`src/design/stl_pkg.sv`:
```
// ----------------------------------------------------------------------------
// stl_pkg
// types, codes and byte classing shared by the source text lexer
// ----------------------------------------------------------------------------
package stl_pkg;

    // default width of the line, column and length counters
    localparam int POS_BITS_DEFAULT = 16;

    // stream widths
    localparam int S_TDATA_W = 8;
    localparam int FIELD_W   = 16;
    localparam int KIND_W    = 3;
    localparam int M_TDATA_W = 56;

    // scanner modes
    typedef enum logic [2:0] {
        MODE_IDLE,
        MODE_NUM,
        MODE_NAME,
        MODE_DQ,
        MODE_SQ,
        MODE_P1,
        MODE_P2
    } scan_mode_t;

    // token kinds
    localparam logic [KIND_W-1:0] KIND_NUM   = 3'd0;
    localparam logic [KIND_W-1:0] KIND_NAME  = 3'd1;
    localparam logic [KIND_W-1:0] KIND_DQ    = 3'd2;
    localparam logic [KIND_W-1:0] KIND_SQ    = 3'd3;
    localparam logic [KIND_W-1:0] KIND_PUNCT = 3'd4;

    // character codes
    localparam logic [7:0] CH_TAB    = 8'h09;
    localparam logic [7:0] CH_LF     = 8'h0A;
    localparam logic [7:0] CH_VT     = 8'h0B;
    localparam logic [7:0] CH_FF     = 8'h0C;
    localparam logic [7:0] CH_CR     = 8'h0D;
    localparam logic [7:0] CH_SPACE  = 8'h20;
    localparam logic [7:0] CH_DQUOTE = 8'h22;
    localparam logic [7:0] CH_AMP    = 8'h26;
    localparam logic [7:0] CH_SQUOTE = 8'h27;
    localparam logic [7:0] CH_STAR   = 8'h2A;
    localparam logic [7:0] CH_MINUS  = 8'h2D;
    localparam logic [7:0] CH_DOT    = 8'h2E;
    localparam logic [7:0] CH_SLASH  = 8'h2F;
    localparam logic [7:0] CH_ZERO   = 8'h30;
    localparam logic [7:0] CH_NINE   = 8'h39;
    localparam logic [7:0] CH_COLON  = 8'h3A;
    localparam logic [7:0] CH_LT     = 8'h3C;
    localparam logic [7:0] CH_EQ     = 8'h3D;
    localparam logic [7:0] CH_GT     = 8'h3E;
    localparam logic [7:0] CH_UP_A   = 8'h41;
    localparam logic [7:0] CH_UP_Z   = 8'h5A;
    localparam logic [7:0] CH_LBRACK = 8'h5B;
    localparam logic [7:0] CH_BSLASH = 8'h5C;
    localparam logic [7:0] CH_RBRACK = 8'h5D;
    localparam logic [7:0] CH_CARET  = 8'h5E;
    localparam logic [7:0] CH_UNDER  = 8'h5F;
    localparam logic [7:0] CH_LO_A   = 8'h61;
    localparam logic [7:0] CH_LO_B   = 8'h62;
    localparam logic [7:0] CH_LO_X   = 8'h78;
    localparam logic [7:0] CH_LO_Z   = 8'h7A;
    localparam logic [7:0] CH_BAR    = 8'h7C;
    localparam logic [7:0] CH_TILDE  = 8'h7E;

    function automatic logic is_digit(input logic [7:0] c);
        return (c >= CH_ZERO) && (c <= CH_NINE);
    endfunction

    function automatic logic is_letter(input logic [7:0] c);
        return ((c >= CH_LO_A) && (c <= CH_LO_Z)) || ((c >= CH_UP_A) && (c <= CH_UP_Z))
            || (c == CH_UNDER);
    endfunction

    function automatic logic is_name_char(input logic [7:0] c);
        return is_letter(c) || is_digit(c) || (c == CH_DOT);
    endfunction

    function automatic logic is_space(input logic [7:0] c);
        return (c == CH_SPACE) || (c == CH_TAB) || (c == CH_LF) || (c == CH_VT)
            || (c == CH_FF) || (c == CH_CR);
    endfunction

    // two-byte punctuation pairs
    function automatic logic is_pair(input logic [7:0] a, input logic [7:0] b);
        logic r;
        unique case (a)
            CH_COLON:  r = (b == CH_EQ);
            CH_MINUS:  r = (b == CH_GT);
            CH_EQ:     r = (b == CH_EQ);
            CH_TILDE:  r = (b == CH_EQ);
            CH_LT:     r = (b == CH_EQ) || (b == CH_LT);
            CH_GT:     r = (b == CH_EQ) || (b == CH_GT);
            CH_AMP:    r = (b == CH_AMP);
            CH_BAR:    r = (b == CH_BAR);
            CH_CARET:  r = (b == CH_CARET);
            CH_SLASH:  r = (b == CH_STAR) || (b == CH_SLASH);
            CH_STAR:   r = (b == CH_SLASH) || (b == CH_LBRACK);
            CH_LBRACK: r = (b == CH_RBRACK);
            CH_DOT:    r = (b == CH_DOT);
            default:   r = 1'b0;
        endcase
        return r;
    endfunction

endpackage

```
`src/design/source_text_lexer_core.sv`:
```
// ----------------------------------------------------------------------------
// source_text_lexer_core
// streaming lexer: splits source text bytes into number, name, string and
// punctuation tokens, dropping comments
// ----------------------------------------------------------------------------
// usage
//   input stream: one request per text byte, tdata holds the byte and tuser
//   marks end of text (flush, byte ignored). a flush reports the pending
//   token and returns the scanner to its reset state for the next text
//   output stream: one request per finished token with kind, line, column
//   and length; bytes that only extend a token, and comment tokens, give
//   no output request
//   a token is known complete only when the byte after it (or the flush)
//   arrives, so it leaves one accepted request later than its last byte
//   timing: the byte is classed against the scanner state combinationally and
//   the token lands in the output register on the accepting edge, so it is
//   visible the cycle after; one byte per cycle while tready is high, limited by
//   the single state update loop through the scanner registers
//   stalls: tready drops whenever a token waits in the output register and
//   the receiver is not taking it, even for a byte that would give no token
//   reset: scanner returns to idle at line 0 column 0, output empty
//   line, column and length saturate at 2^POSITION_BITS-1 and are reported
//   in their low 16 bits
// ----------------------------------------------------------------------------
module source_text_lexer_core #(
    parameter int POSITION_BITS = stl_pkg::POS_BITS_DEFAULT
) (
    input  logic                           clk,
    input  logic                           rst_n,
    input  logic                           s_axis_tvalid,
    output logic                           s_axis_tready,
    input  logic [stl_pkg::S_TDATA_W-1:0]  s_axis_tdata,  // char_code[7:0]
    input  logic                           s_axis_tuser,  // flush
    output logic                           m_axis_tvalid,
    input  logic                           m_axis_tready,
    // token_kind[2:0], token_line[18:3], token_column[34:19],
    // token_length[50:35], zero fill[55:51]
    output logic [stl_pkg::M_TDATA_W-1:0]  m_axis_tdata
);
    import stl_pkg::*;

    localparam logic [POSITION_BITS-1:0] POS_MAX = {POSITION_BITS{1'b1}};
    localparam logic [POSITION_BITS-1:0] POS_ONE = POSITION_BITS'(1);
    localparam logic [POSITION_BITS-1:0] POS_TWO = POSITION_BITS'(2);

    function automatic logic [POSITION_BITS-1:0] sat_inc(input logic [POSITION_BITS-1:0] v);
        return (v == POS_MAX) ? v : v + POS_ONE;
    endfunction

    function automatic logic [POSITION_BITS-1:0] sat_add(input logic [POSITION_BITS-1:0] a,
                                                         input logic [POSITION_BITS-1:0] b);
        logic [POSITION_BITS:0] s;
        s = {1'b0, a} + {1'b0, b};
        return s[POSITION_BITS] ? POS_MAX : s[POSITION_BITS-1:0];
    endfunction

    // scanner state
    scan_mode_t               mode_reg, mode_next;
    logic [POSITION_BITS-1:0] line_reg, line_next;
    logic [POSITION_BITS-1:0] col_reg, col_next;
    logic [POSITION_BITS-1:0] start_reg, start_next;
    logic [POSITION_BITS-1:0] len_reg, len_next;
    logic [7:0]               prev_reg, prev_next;
    logic [7:0]               pair_first_reg, pair_first_next;
    logic                     closed_reg, closed_next;
    logic                     held_dot_reg, held_dot_next;
    logic                     in_line_reg, in_line_next;
    logic                     in_block_reg, in_block_next;

    // output register
    logic                     out_valid_reg;
    logic [M_TDATA_W-1:0]     out_data_reg;

    logic [7:0]               c;
    logic                     flush;
    logic                     accept;
    logic                     dot_pair;
    logic                     fall_through;
    logic                     finish_now;
    logic                     is_p2;
    logic                     comment_marker;
    logic                     emit;
    logic [KIND_W-1:0]        kind;
    logic [POSITION_BITS-1:0] len_eff;
    logic                     closes;

    assign c      = s_axis_tdata;
    assign flush  = s_axis_tuser;
    assign s_axis_tready = !out_valid_reg || m_axis_tready;
    assign accept = s_axis_tvalid && s_axis_tready;

    assign is_p2 = (mode_reg == MODE_P2);

    // second dot after a name: name ends before the first dot
    assign dot_pair = !flush && (mode_reg == MODE_NAME) && held_dot_reg && (c == CH_DOT);

    // byte does not continue the pending token
    always_comb
    begin
        fall_through = 1'b1;
        case (mode_reg)
            MODE_NUM:
                fall_through = !(is_digit(c)
                                 || ((len_reg == POS_ONE) && ((c == CH_LO_X) || (c == CH_LO_B))));
            MODE_NAME:
                fall_through = (c != CH_DOT) && !is_name_char(c);
            MODE_DQ, MODE_SQ:
                fall_through = closed_reg;
            MODE_P1:
                fall_through = !is_pair(prev_reg, c);
            default:
                fall_through = 1'b1;
        endcase
        if (flush)
        begin
            fall_through = 1'b0;
        end
    end

    assign finish_now = flush || dot_pair || fall_through;

    // held dot joins the name unless a second dot follows
    assign len_eff = ((mode_reg == MODE_NAME) && held_dot_reg && (flush || (c != CH_DOT)))
                     ? sat_inc(len_reg) : len_reg;

    assign comment_marker = is_p2 && (pair_first_reg == CH_SLASH)
                            && ((prev_reg == CH_SLASH) || (prev_reg == CH_STAR));

    assign closes = (c == ((mode_reg == MODE_DQ) ? CH_DQUOTE : CH_SQUOTE))
                    && (prev_reg != CH_BSLASH);

    // result side
    always_comb
    begin
        emit = finish_now && (mode_reg != MODE_IDLE) && !in_line_reg && !in_block_reg
               && !comment_marker;
        unique case (mode_reg)
            MODE_NUM:  kind = KIND_NUM;
            MODE_NAME: kind = KIND_NAME;
            MODE_DQ:   kind = KIND_DQ;
            MODE_SQ:   kind = KIND_SQ;
            default:   kind = KIND_PUNCT;
        endcase
    end

    // next scanner state
    always_comb
    begin
        mode_next       = mode_reg;
        line_next       = line_reg;
        col_next        = col_reg;
        start_next      = start_reg;
        len_next        = len_reg;
        prev_next       = prev_reg;
        pair_first_next = pair_first_reg;
        closed_next     = closed_reg;
        held_dot_next   = held_dot_reg;
        in_line_next    = in_line_reg;
        in_block_next   = in_block_reg;

        if (flush)
        begin
            mode_next       = MODE_IDLE;
            line_next       = '0;
            col_next        = '0;
            start_next      = '0;
            len_next        = '0;
            prev_next       = '0;
            pair_first_next = '0;
            closed_next     = 1'b0;
            held_dot_next   = 1'b0;
            in_line_next    = 1'b0;
            in_block_next   = 1'b0;
        end
        else if (dot_pair)
        begin
            mode_next       = MODE_P2;
            start_next      = sat_add(start_reg, len_reg);
            len_next        = POS_TWO;
            pair_first_next = CH_DOT;
            prev_next       = CH_DOT;
            held_dot_next   = 1'b0;
            closed_next     = 1'b0;
            col_next        = sat_inc(col_reg);
        end
        else if (fall_through)
        begin
            // close the pending token, track comment markers
            if (!in_line_reg)
            begin
                if (in_block_reg)
                begin
                    if (is_p2 && (pair_first_reg == CH_STAR) && (prev_reg == CH_SLASH))
                    begin
                        in_block_next = 1'b0;
                    end
                end
                else if (is_p2 && (pair_first_reg == CH_SLASH) && (prev_reg == CH_SLASH))
                begin
                    in_line_next = 1'b1;
                end
                else if (is_p2 && (pair_first_reg == CH_SLASH) && (prev_reg == CH_STAR))
                begin
                    in_block_next = 1'b1;
                end
            end
            mode_next     = MODE_IDLE;
            held_dot_next = 1'b0;
            closed_next   = 1'b0;

            // start on the new byte
            if (is_space(c))
            begin
                if (c == CH_LF)
                begin
                    line_next    = sat_inc(line_reg);
                    col_next     = '0;
                    in_line_next = 1'b0;
                end
                else if (c != CH_CR)
                begin
                    col_next = sat_inc(col_reg);
                end
            end
            else
            begin
                start_next = col_reg;
                len_next   = POS_ONE;
                prev_next  = c;
                if (is_digit(c))
                begin
                    mode_next = MODE_NUM;
                end
                else if (is_letter(c))
                begin
                    mode_next = MODE_NAME;
                end
                else if (c == CH_DQUOTE)
                begin
                    mode_next = MODE_DQ;
                end
                else if (c == CH_SQUOTE)
                begin
                    mode_next = MODE_SQ;
                end
                else
                begin
                    mode_next = MODE_P1;
                end
                col_next = sat_inc(col_reg);
            end
        end
        else
        begin
            // byte continues the pending token
            case (mode_reg)
                MODE_NUM:
                begin
                    len_next  = sat_inc(len_reg);
                    prev_next = c;
                    col_next  = sat_inc(col_reg);
                end
                MODE_NAME:
                begin
                    if (c == CH_DOT)
                    begin
                        held_dot_next = 1'b1;
                        col_next      = sat_inc(col_reg);
                    end
                    else
                    begin
                        held_dot_next = 1'b0;
                        len_next      = sat_inc(len_eff);
                        prev_next     = c;
                        col_next      = sat_inc(col_reg);
                    end
                end
                MODE_DQ, MODE_SQ:
                begin
                    len_next    = sat_inc(len_reg);
                    prev_next   = c;
                    col_next    = sat_inc(col_reg);
                    closed_next = closes;
                end
                MODE_P1:
                begin
                    pair_first_next = prev_reg;
                    prev_next       = c;
                    len_next        = POS_TWO;
                    mode_next       = MODE_P2;
                    col_next        = sat_inc(col_reg);
                end
                default:
                begin
                end
            endcase
        end
    end

    // scanner registers
    always_ff @(posedge clk or negedge rst_n)
    begin
        if (!rst_n)
        begin
            mode_reg       <= MODE_IDLE;
            line_reg       <= '0;
            col_reg        <= '0;
            start_reg      <= '0;
            len_reg        <= '0;
            prev_reg       <= '0;
            pair_first_reg <= '0;
            closed_reg     <= 1'b0;
            held_dot_reg   <= 1'b0;
            in_line_reg    <= 1'b0;
            in_block_reg   <= 1'b0;
        end
        else if (accept)
        begin
            mode_reg       <= mode_next;
            line_reg       <= line_next;
            col_reg        <= col_next;
            start_reg      <= start_next;
            len_reg        <= len_next;
            prev_reg       <= prev_next;
            pair_first_reg <= pair_first_next;
            closed_reg     <= closed_next;
            held_dot_reg   <= held_dot_next;
            in_line_reg    <= in_line_next;
            in_block_reg   <= in_block_next;
        end
    end

    // output request valid
    always_ff @(posedge clk or negedge rst_n)
    begin
        if (!rst_n)
        begin
            out_valid_reg <= 1'b0;
        end
        else if (accept)
        begin
            out_valid_reg <= emit;
        end
        else if (m_axis_tready)
        begin
            out_valid_reg <= 1'b0;
        end
    end

    // output payload, low 16 bits of each position field
    always_ff @(posedge clk)
    begin
        if (accept && emit)
        begin
            out_data_reg <= {5'b0, FIELD_W'(len_eff), FIELD_W'(start_reg),
                             FIELD_W'(line_reg), kind};
        end
    end

    assign m_axis_tvalid = out_valid_reg;
    assign m_axis_tdata  = out_data_reg;

    // a pending token always has a length
    a_len_nonzero: assert property (@(posedge clk) disable iff (!rst_n)
        (mode_reg != MODE_IDLE) |-> (len_reg != '0))
        else $error("pending token with zero length");

    // a held dot exists only behind a name
    a_held_dot_name: assert property (@(posedge clk) disable iff (!rst_n)
        held_dot_reg |-> (mode_reg == MODE_NAME))
        else $error("held dot outside a name");

    // a closed string flag only in string modes
    a_closed_string: assert property (@(posedge clk) disable iff (!rst_n)
        closed_reg |-> ((mode_reg == MODE_DQ) || (mode_reg == MODE_SQ)))
        else $error("string closed flag outside a string");

    // line and block comment never open together
    a_one_comment: assert property (@(posedge clk) disable iff (!rst_n)
        !(in_line_reg && in_block_reg))
        else $error("line and block comment both open");

    // flush restarts the scanner at the top of the text
    a_flush_reset: assert property (@(posedge clk) disable iff (!rst_n)
        (accept && flush) |=> ((mode_reg == MODE_IDLE) && (line_reg == '0) && (col_reg == '0)
                               && !in_line_reg && !in_block_reg))
        else $error("scanner not restarted after flush");

endmodule

```
`config.mk`:
```
export PLATFORM = sky130hd
export DESIGN_NAME = source_text_lexer_core
export DESIGN_NICKNAME = d
export VERILOG_FILES = /design/src/design/stl_pkg.sv /design/src/design/source_text_lexer_core.sv
export SDC_FILE = /design/constraint.sdc
export NUM_CORES = 1
export LEC_CHECK = 0
export BUFFER_PORTS_ARGS = -buffer_cell sky130_fd_sc_hd__buf_2
export CAP_MARGIN = 10
export CORE_ASPECT_RATIO = 0.5
export CORE_MARGIN = 3
export CORE_UTILIZATION = 35
export CTS_CLUSTER_SIZE = 10
export DETAILED_ROUTE_END_ITERATION = 6
export PLACE_DENSITY = 0.48
export SLEW_MARGIN = 10
export SYNTH_ARGS = -nofsm -noshare
export SYNTH_HDL_FRONTEND = slang
export SYNTH_SLANG_ARGS = --single-unit
```
`constraint.sdc`:
```
create_clock -name clk -period 7.45 [get_ports clk]
set_input_delay 1.1175 -clock clk [delete_from_list [all_inputs] [get_ports clk]]
set_output_delay 1.1175 -clock clk [all_outputs]
set_load 0.1 [all_outputs]
```
; After elaboration in Yosys (flattened, before gate mapping)
; Index checks and enable logic that the tools add are counted.
[word_totals]
ff_bits = 139
in_bits = 13
output_inout_bits = 58
wordCells = 244
[op_classes]
addsub = 5
n_lt_le_gt_ge = 6
eq_ne = 60
mux = 80
reduce_logical = 80
[op_table]
columns = operator, count
row1 = two-way mux 16 bit, 27
row2 = "== test 8 x 6 -> 1 bit, second input constant", 21
row3 = "== test 8 x 7 -> 1 bit, second input constant", 11
row4 = two-way mux 8 bit, 9
row5 = "adder 16 x 1 -> 16 bit, second input constant", 4
row6 = "== test 16 bit, second input constant", 4
row7 = one-hot mux 16 bit (3 select lines), 1
row8 = "== test 8 x 4 -> 1 bit, second input constant", 5
row9 = two-way mux 1 bit, 30
row10 = two-way mux 3 bit, 9
row11 = logical AND 1 bit, 23
row12 = logical OR 1 bit, 20
row13 = adder 16 x 16 -> 17 bit, 1
row14 = "== test 16 x 1 -> 1 bit, second input constant", 1
row15 = "greater-or-equal comparator 8 x 7 -> 1 bit, second input constant", 2
row16 = "<= comparator 8 x 7 -> 1 bit, second input constant", 2
row17 = one-hot mux 8 bit (2 select lines), 1
row18 = nonzero test 4 bit, 4
row19 = one-hot mux 3 bit (4 select lines), 1
row20 = AND reduction 3 bit, 4
row21 = AND reduction 4 bit, 3
row22 = one-hot mux 1 bit (11 select lines), 1
row23 = "== test 3 bit, second input constant", 3
row24 = nonzero test 3 bit, 3
row25 = other kinds (24), 41

; Depth between registers and ports, before layout
[depth]
depth_word = 16
mapped_depth = 18
mapped_depth_nobuf = 15

; Worst setup path before layout
; No wires, ideal clock.
[synth_path]
path_kind = input to register
from = input m_axis_tready
to = register out_data_reg[0], in the netlist m_axis_tdata[0], enable pin
setup_ps = 478
t_arrival_ps = 5162
required_ps = 6972
setup_slack_ps = 1810
stages = 6
n_path_buf = 1
path_cell_list = nand2b_1 -> nand2_1 -> clkbuf_1 -> nor4_1 -> o21ai_0 -> a21oi_1
[synth_between]
elab_chain_cells = 3
[synth_rtl]
columns = element, line_no
row1 = start: declaration, source_text_lexer_core.sv:35  ; input logic m_axis_tready,
row2 = logical OR 1 bit, source_text_lexer_core.sv:89  ; assign s_axis_tready = !out_valid_reg || m_axis_tready;
row3 = logical AND 1 bit, source_text_lexer_core.sv:90  ; assign accept = s_axis_tvalid && s_axis_tready;
row4 = logical AND 1 bit, source_text_lexer_core.sv:353  ; if (accept && emit)
row5 = end signal: assignment, source_text_lexer_core.sv:355  ; out_data_reg <= {5'b0, FIELD_W'(len_eff), FIELD_W'(start_reg),
row6 = end: declaration, source_text_lexer_core.sv:72  ; logic [M_TDATA_W-1:0] out_data_reg;
; Every way passes these cells.
; A chain may end at the register's enable or synchronous reset.

; Final worst setup path
[layout_path]
from = register len_reg[0]
to = register len_reg[0]
[layout_between]
elab_chain_cells = 10
word_cells_on_any_way = 22
classes_between = 2 x add/sub / 5 x eq/ne / 10 x mux / 5 x reduce/logical
[layout_rtl]
columns = element, line_no
row1 = start: declaration, source_text_lexer_core.sv:62  ; logic [POSITION_BITS-1:0] len_reg, len_next;
row2 = start signal: assignment, source_text_lexer_core.sv:323  ; len_reg <= len_next;
row3 = adder 16 x 1 -> 16 bit or == test 16 bit (tied branches), source_text_lexer_core.sv:47  ; return (v == POS_MAX) ? v : v + POS_ONE;
row4 = two-way mux 16 bit *, source_text_lexer_core.sv:47
row5 = two-way mux 16 bit *, source_text_lexer_core.sv:124  ; ? sat_inc(len_reg) : len_reg;
row6 = via len_eff[1], source_text_lexer_core.sv:84  ; logic [POSITION_BITS-1:0] len_eff;
row7 = == test 16 bit *, source_text_lexer_core.sv:47
row8 = two-way mux 16 bit *, source_text_lexer_core.sv:47
row9 = two-way mux 16 bit *, source_text_lexer_core.sv:265  ; if (c == CH_DOT)
row10 = one-hot mux 16 bit (3 select lines) *, source_text_lexer_core.sv:256  ; case (mode_reg)
row11 = two-way mux 16 bit *, source_text_lexer_core.sv:186  ; else if (fall_through)
row12 = two-way mux 16 bit *, source_text_lexer_core.sv:175  ; else if (dot_pair)
row13 = two-way mux 16 bit *, source_text_lexer_core.sv:161  ; if (flush)
; The timed path passes the listed nets; every way through them passes the cells marked *. The select of a mux whose other input is x is not followed.

==> out/qor.csv <==
metric,value,unit
status,"finished, final reports clean",
Die ar.,28300,µm²
Fmax achieved,196,MHz
GP Congestion,0.909,
Synth area leaders,"dfrtp_1, edfxtp_1, a21oi_1",
fin crit share,68.5,%
WS Path Type,flip-flop to flip-flop,
WP data required,7.78,ns
global route total overflow,0,
"Slowest-stage cell, CP",nor4b_4,
"Reg clk slew, reported paths",0.06,ns
Die Ht,120,µm
Yosys top cell by area,dfrtp_1,
combinational share of power,41.3,%
drt first pass iters,5,
fin cells,1379,
cts bufs inserted,17,
top cell type's share of synthesized area,24.0,%
largest net degree at the start of global routing,57,
Worst-Skew Late Latency,0.45,ns
Tightest Hold Check Type,flip-flop to flip-flop,
count of input and output buffers,65,
# DRC,0,
first-pass GRT wire length,45000,µm
PostCTS Resize Cnt,0,
placed cells,1347,
Flop pwr share,34.2,%
Detailed Route Iter0 Violations,792,
"Hold Vio Cnt, Final",0,
CTS tree,done,
RSZ-0062 raised after global routing,no,
power density cells,323,nW/µm²
Max stage delay on crit path,0.73,ns
initial antenna violation count,0,
dominant synthesized flop cell,dfrtp_1,
routed vias/inst,5.94,
syn_area_per_cell,9.26,µm²
diode count,0,
core footprint,25500,µm²
post-synthesis cell area,9170,µm²
Power Internal,0.00171,W
Clock Tree Root,clkbuf_16,
post-DP HPWL,20400,µm
"EDFF count, synth",51,
CP Data Arrival Time,5.44,ns
Max clock buf depth,2,
# setup viols final,0,
leakage power,3.99,nW
Final nets,1057,
clock share of power,24.5,%
overall routed net length,29000,µm
measured slew at the worst slew-check pin,1.09,ns
ys async rst share,63.3,%
postcts setup bufs,0,
initial cell density of the core,36.0,%
fraction of final layout cells sized beyond drive strength 1,15.7,%
post-cts hold buffer count,0,
Setup crit start kind,flip-flop,
Die X,235,µm
crit-path cells,ha_1 -> nand4_1 -> or4_4 -> nand3_1 -> nand2_1 -> o21ai_0 -> ha_1 -> nand2_1 -> nor4_1 -> a41o_1 -> a41o_1 -> nor4b_4 -> o211ai_1 -> a221o_1,
NetSw,0.00161,W
remaining antenna violation count after routing,0,
Yosys reg bits,139,
clock sinks,139,
via count of the routed design,8187,
Boundary Pins,71,
Largest register FFs,51,
vias in the first global route,7574,
"commonest non-fill, non-tap cell in the layout",a21oi_1,
Syn-to-layout area delta,12.1,%
sequential share of the synthesized area,40.7,%
Worst setup EP type,flip-flop,
Synth Instances,991,
Worst Skew,0.0130,ns
final slew viol count,0,
H-tree depth,4,
Rows,41,
Hold WS,0.489,ns
relative slew slack,27.3,%
sw frac,48.6,%
maximum VDD drop,0.000156,V
Yosys warning count,0,
crit path max fanout,15,
fillers,2524,
Final min period,5.11,ns
gr usage total,20.6,%
fin util,40.3,%
Yosys cell types,103,
Fin Setup TNS,0,ns
Avg WL per Cell,21.0,µm
max cap viols,0,
most frequent cells in the layout,"a21oi_1, dfrtp_1, nand2_1",
[area by class of cell]
type	instances	area, µm²	area share [%]
clock buffer	18	429	4.17
clock inverter	14	124	1.20
inverter	41	154	1.50
multi-input combinational	746	5000	48.6
sequential	139	3730	36.3
tap	344	430	4.18
timing repair buffer	77	418	4.06
[worst max-delay path: cells and delay by family (launching register included)]
| kind | cells | cell delay, ns |
|---|---|---|
| AND/OR/NAND/NOR | 7 | 2.37 |
| AO/OA/AOI/OAI | 5 | 1.12 |
| adder cells (fa/ha/maj) | 2 | 0.81 |
| flip-flops | 1 | 0.68 |
[cell families (layout without fill, tap and decap cells)]
| group | Yosys count | in the layout | share of synthesized area, % |
|---|---|---|---|
| XOR/XNOR | 31 | 31 | 3.04 |
| adder cells (fa/ha/maj) | 22 | 22 | 3.08 |
| flip-flops | 139 | 139 | 40.7 |
| AO/OA/AOI/OAI | 280 | 280 | 21.1 |
| buffers and inverters | 110 | 150 | 5.32 |
| multiplexers | 28 | 28 | 3.25 |
| AND/OR/NAND/NOR | 380 | 380 | 23.5 |
| other | 1 | 5 | 0.0409 |
[final timing paths]
| check | from | to | slack [ns] | cells past startpoint |
|---|---|---|---|---|
| max | len_reg[0]$_DFFE_PN0P_ | len_reg[0]$_DFFE_PN0P_ | 2.34 | 14 |
| min | start_reg[7]$_DFFE_PN0P_ | m_axis_tdata[26]$_DFFE_PP_ | 0.49 | 0 |
| max reg2reg | len_reg[0]$_DFFE_PN0P_ | len_reg[0]$_DFFE_PN0P_ | 2.34 | 14 |
| min reg2reg | start_reg[7]$_DFFE_PN0P_ | m_axis_tdata[26]$_DFFE_PP_ | 0.49 | 0 |
| max in group asynchronous | rst_n | len_reg[14]$_DFFE_PN0P_ | 5.63 | 2 |
| min in group asynchronous | rst_n | line_reg[8]$_DFFE_PN0P_ | 0.62 | 1 |
[metal layers]
metal,part of all wire [%],global-route usage [%]
met1,51,30.6
met2,41,29.2
met4,1.7,6.72
met5,0,0
met3,6.3,4.79
[metrics by stage]
stage               area [µm²]  setup WS, ns  total power, W
global placement          9720          2.17         0.00250
finish                   10300          2.34         0.00332
global route             10300          1.95         0.00347
detailed placement        9720          2.09         0.00251
CTS                      10300          2.43         0.00334
floorplan                 9190          1.81         0.00221
[power groups by stage]
stage                     logic (W)  registers (W)  clock network [W]
after floorplan            0.000508        0.00170                  0
final                       0.00137        0.00113           0.000814
after CTS                   0.00137        0.00113           0.000838
after global routing        0.00145        0.00116           0.000871
after detailed placement    0.00137        0.00115                  0
after global placement      0.00136        0.00114                  0
[cells in the mapped netlist, types with 22 or more instances]
| library cell | instances |
|---|---|
| nand3_1 | 42 |
| a21oi_1 | 93 |
| o21ai_0 | 39 |
| nand4_1 | 23 |
| edfxtp_1 | 51 |
| clkbuf_1 | 38 |
| dfrtp_1 | 88 |
| nor2_1 | 54 |
| inv_1 | 39 |
| nor3_1 | 33 |
| xnor2_1 | 22 |
| nand2_1 | 82 |
| nor4_1 | 22 |
Note: power is estimated with default switching activity, not from simulation.
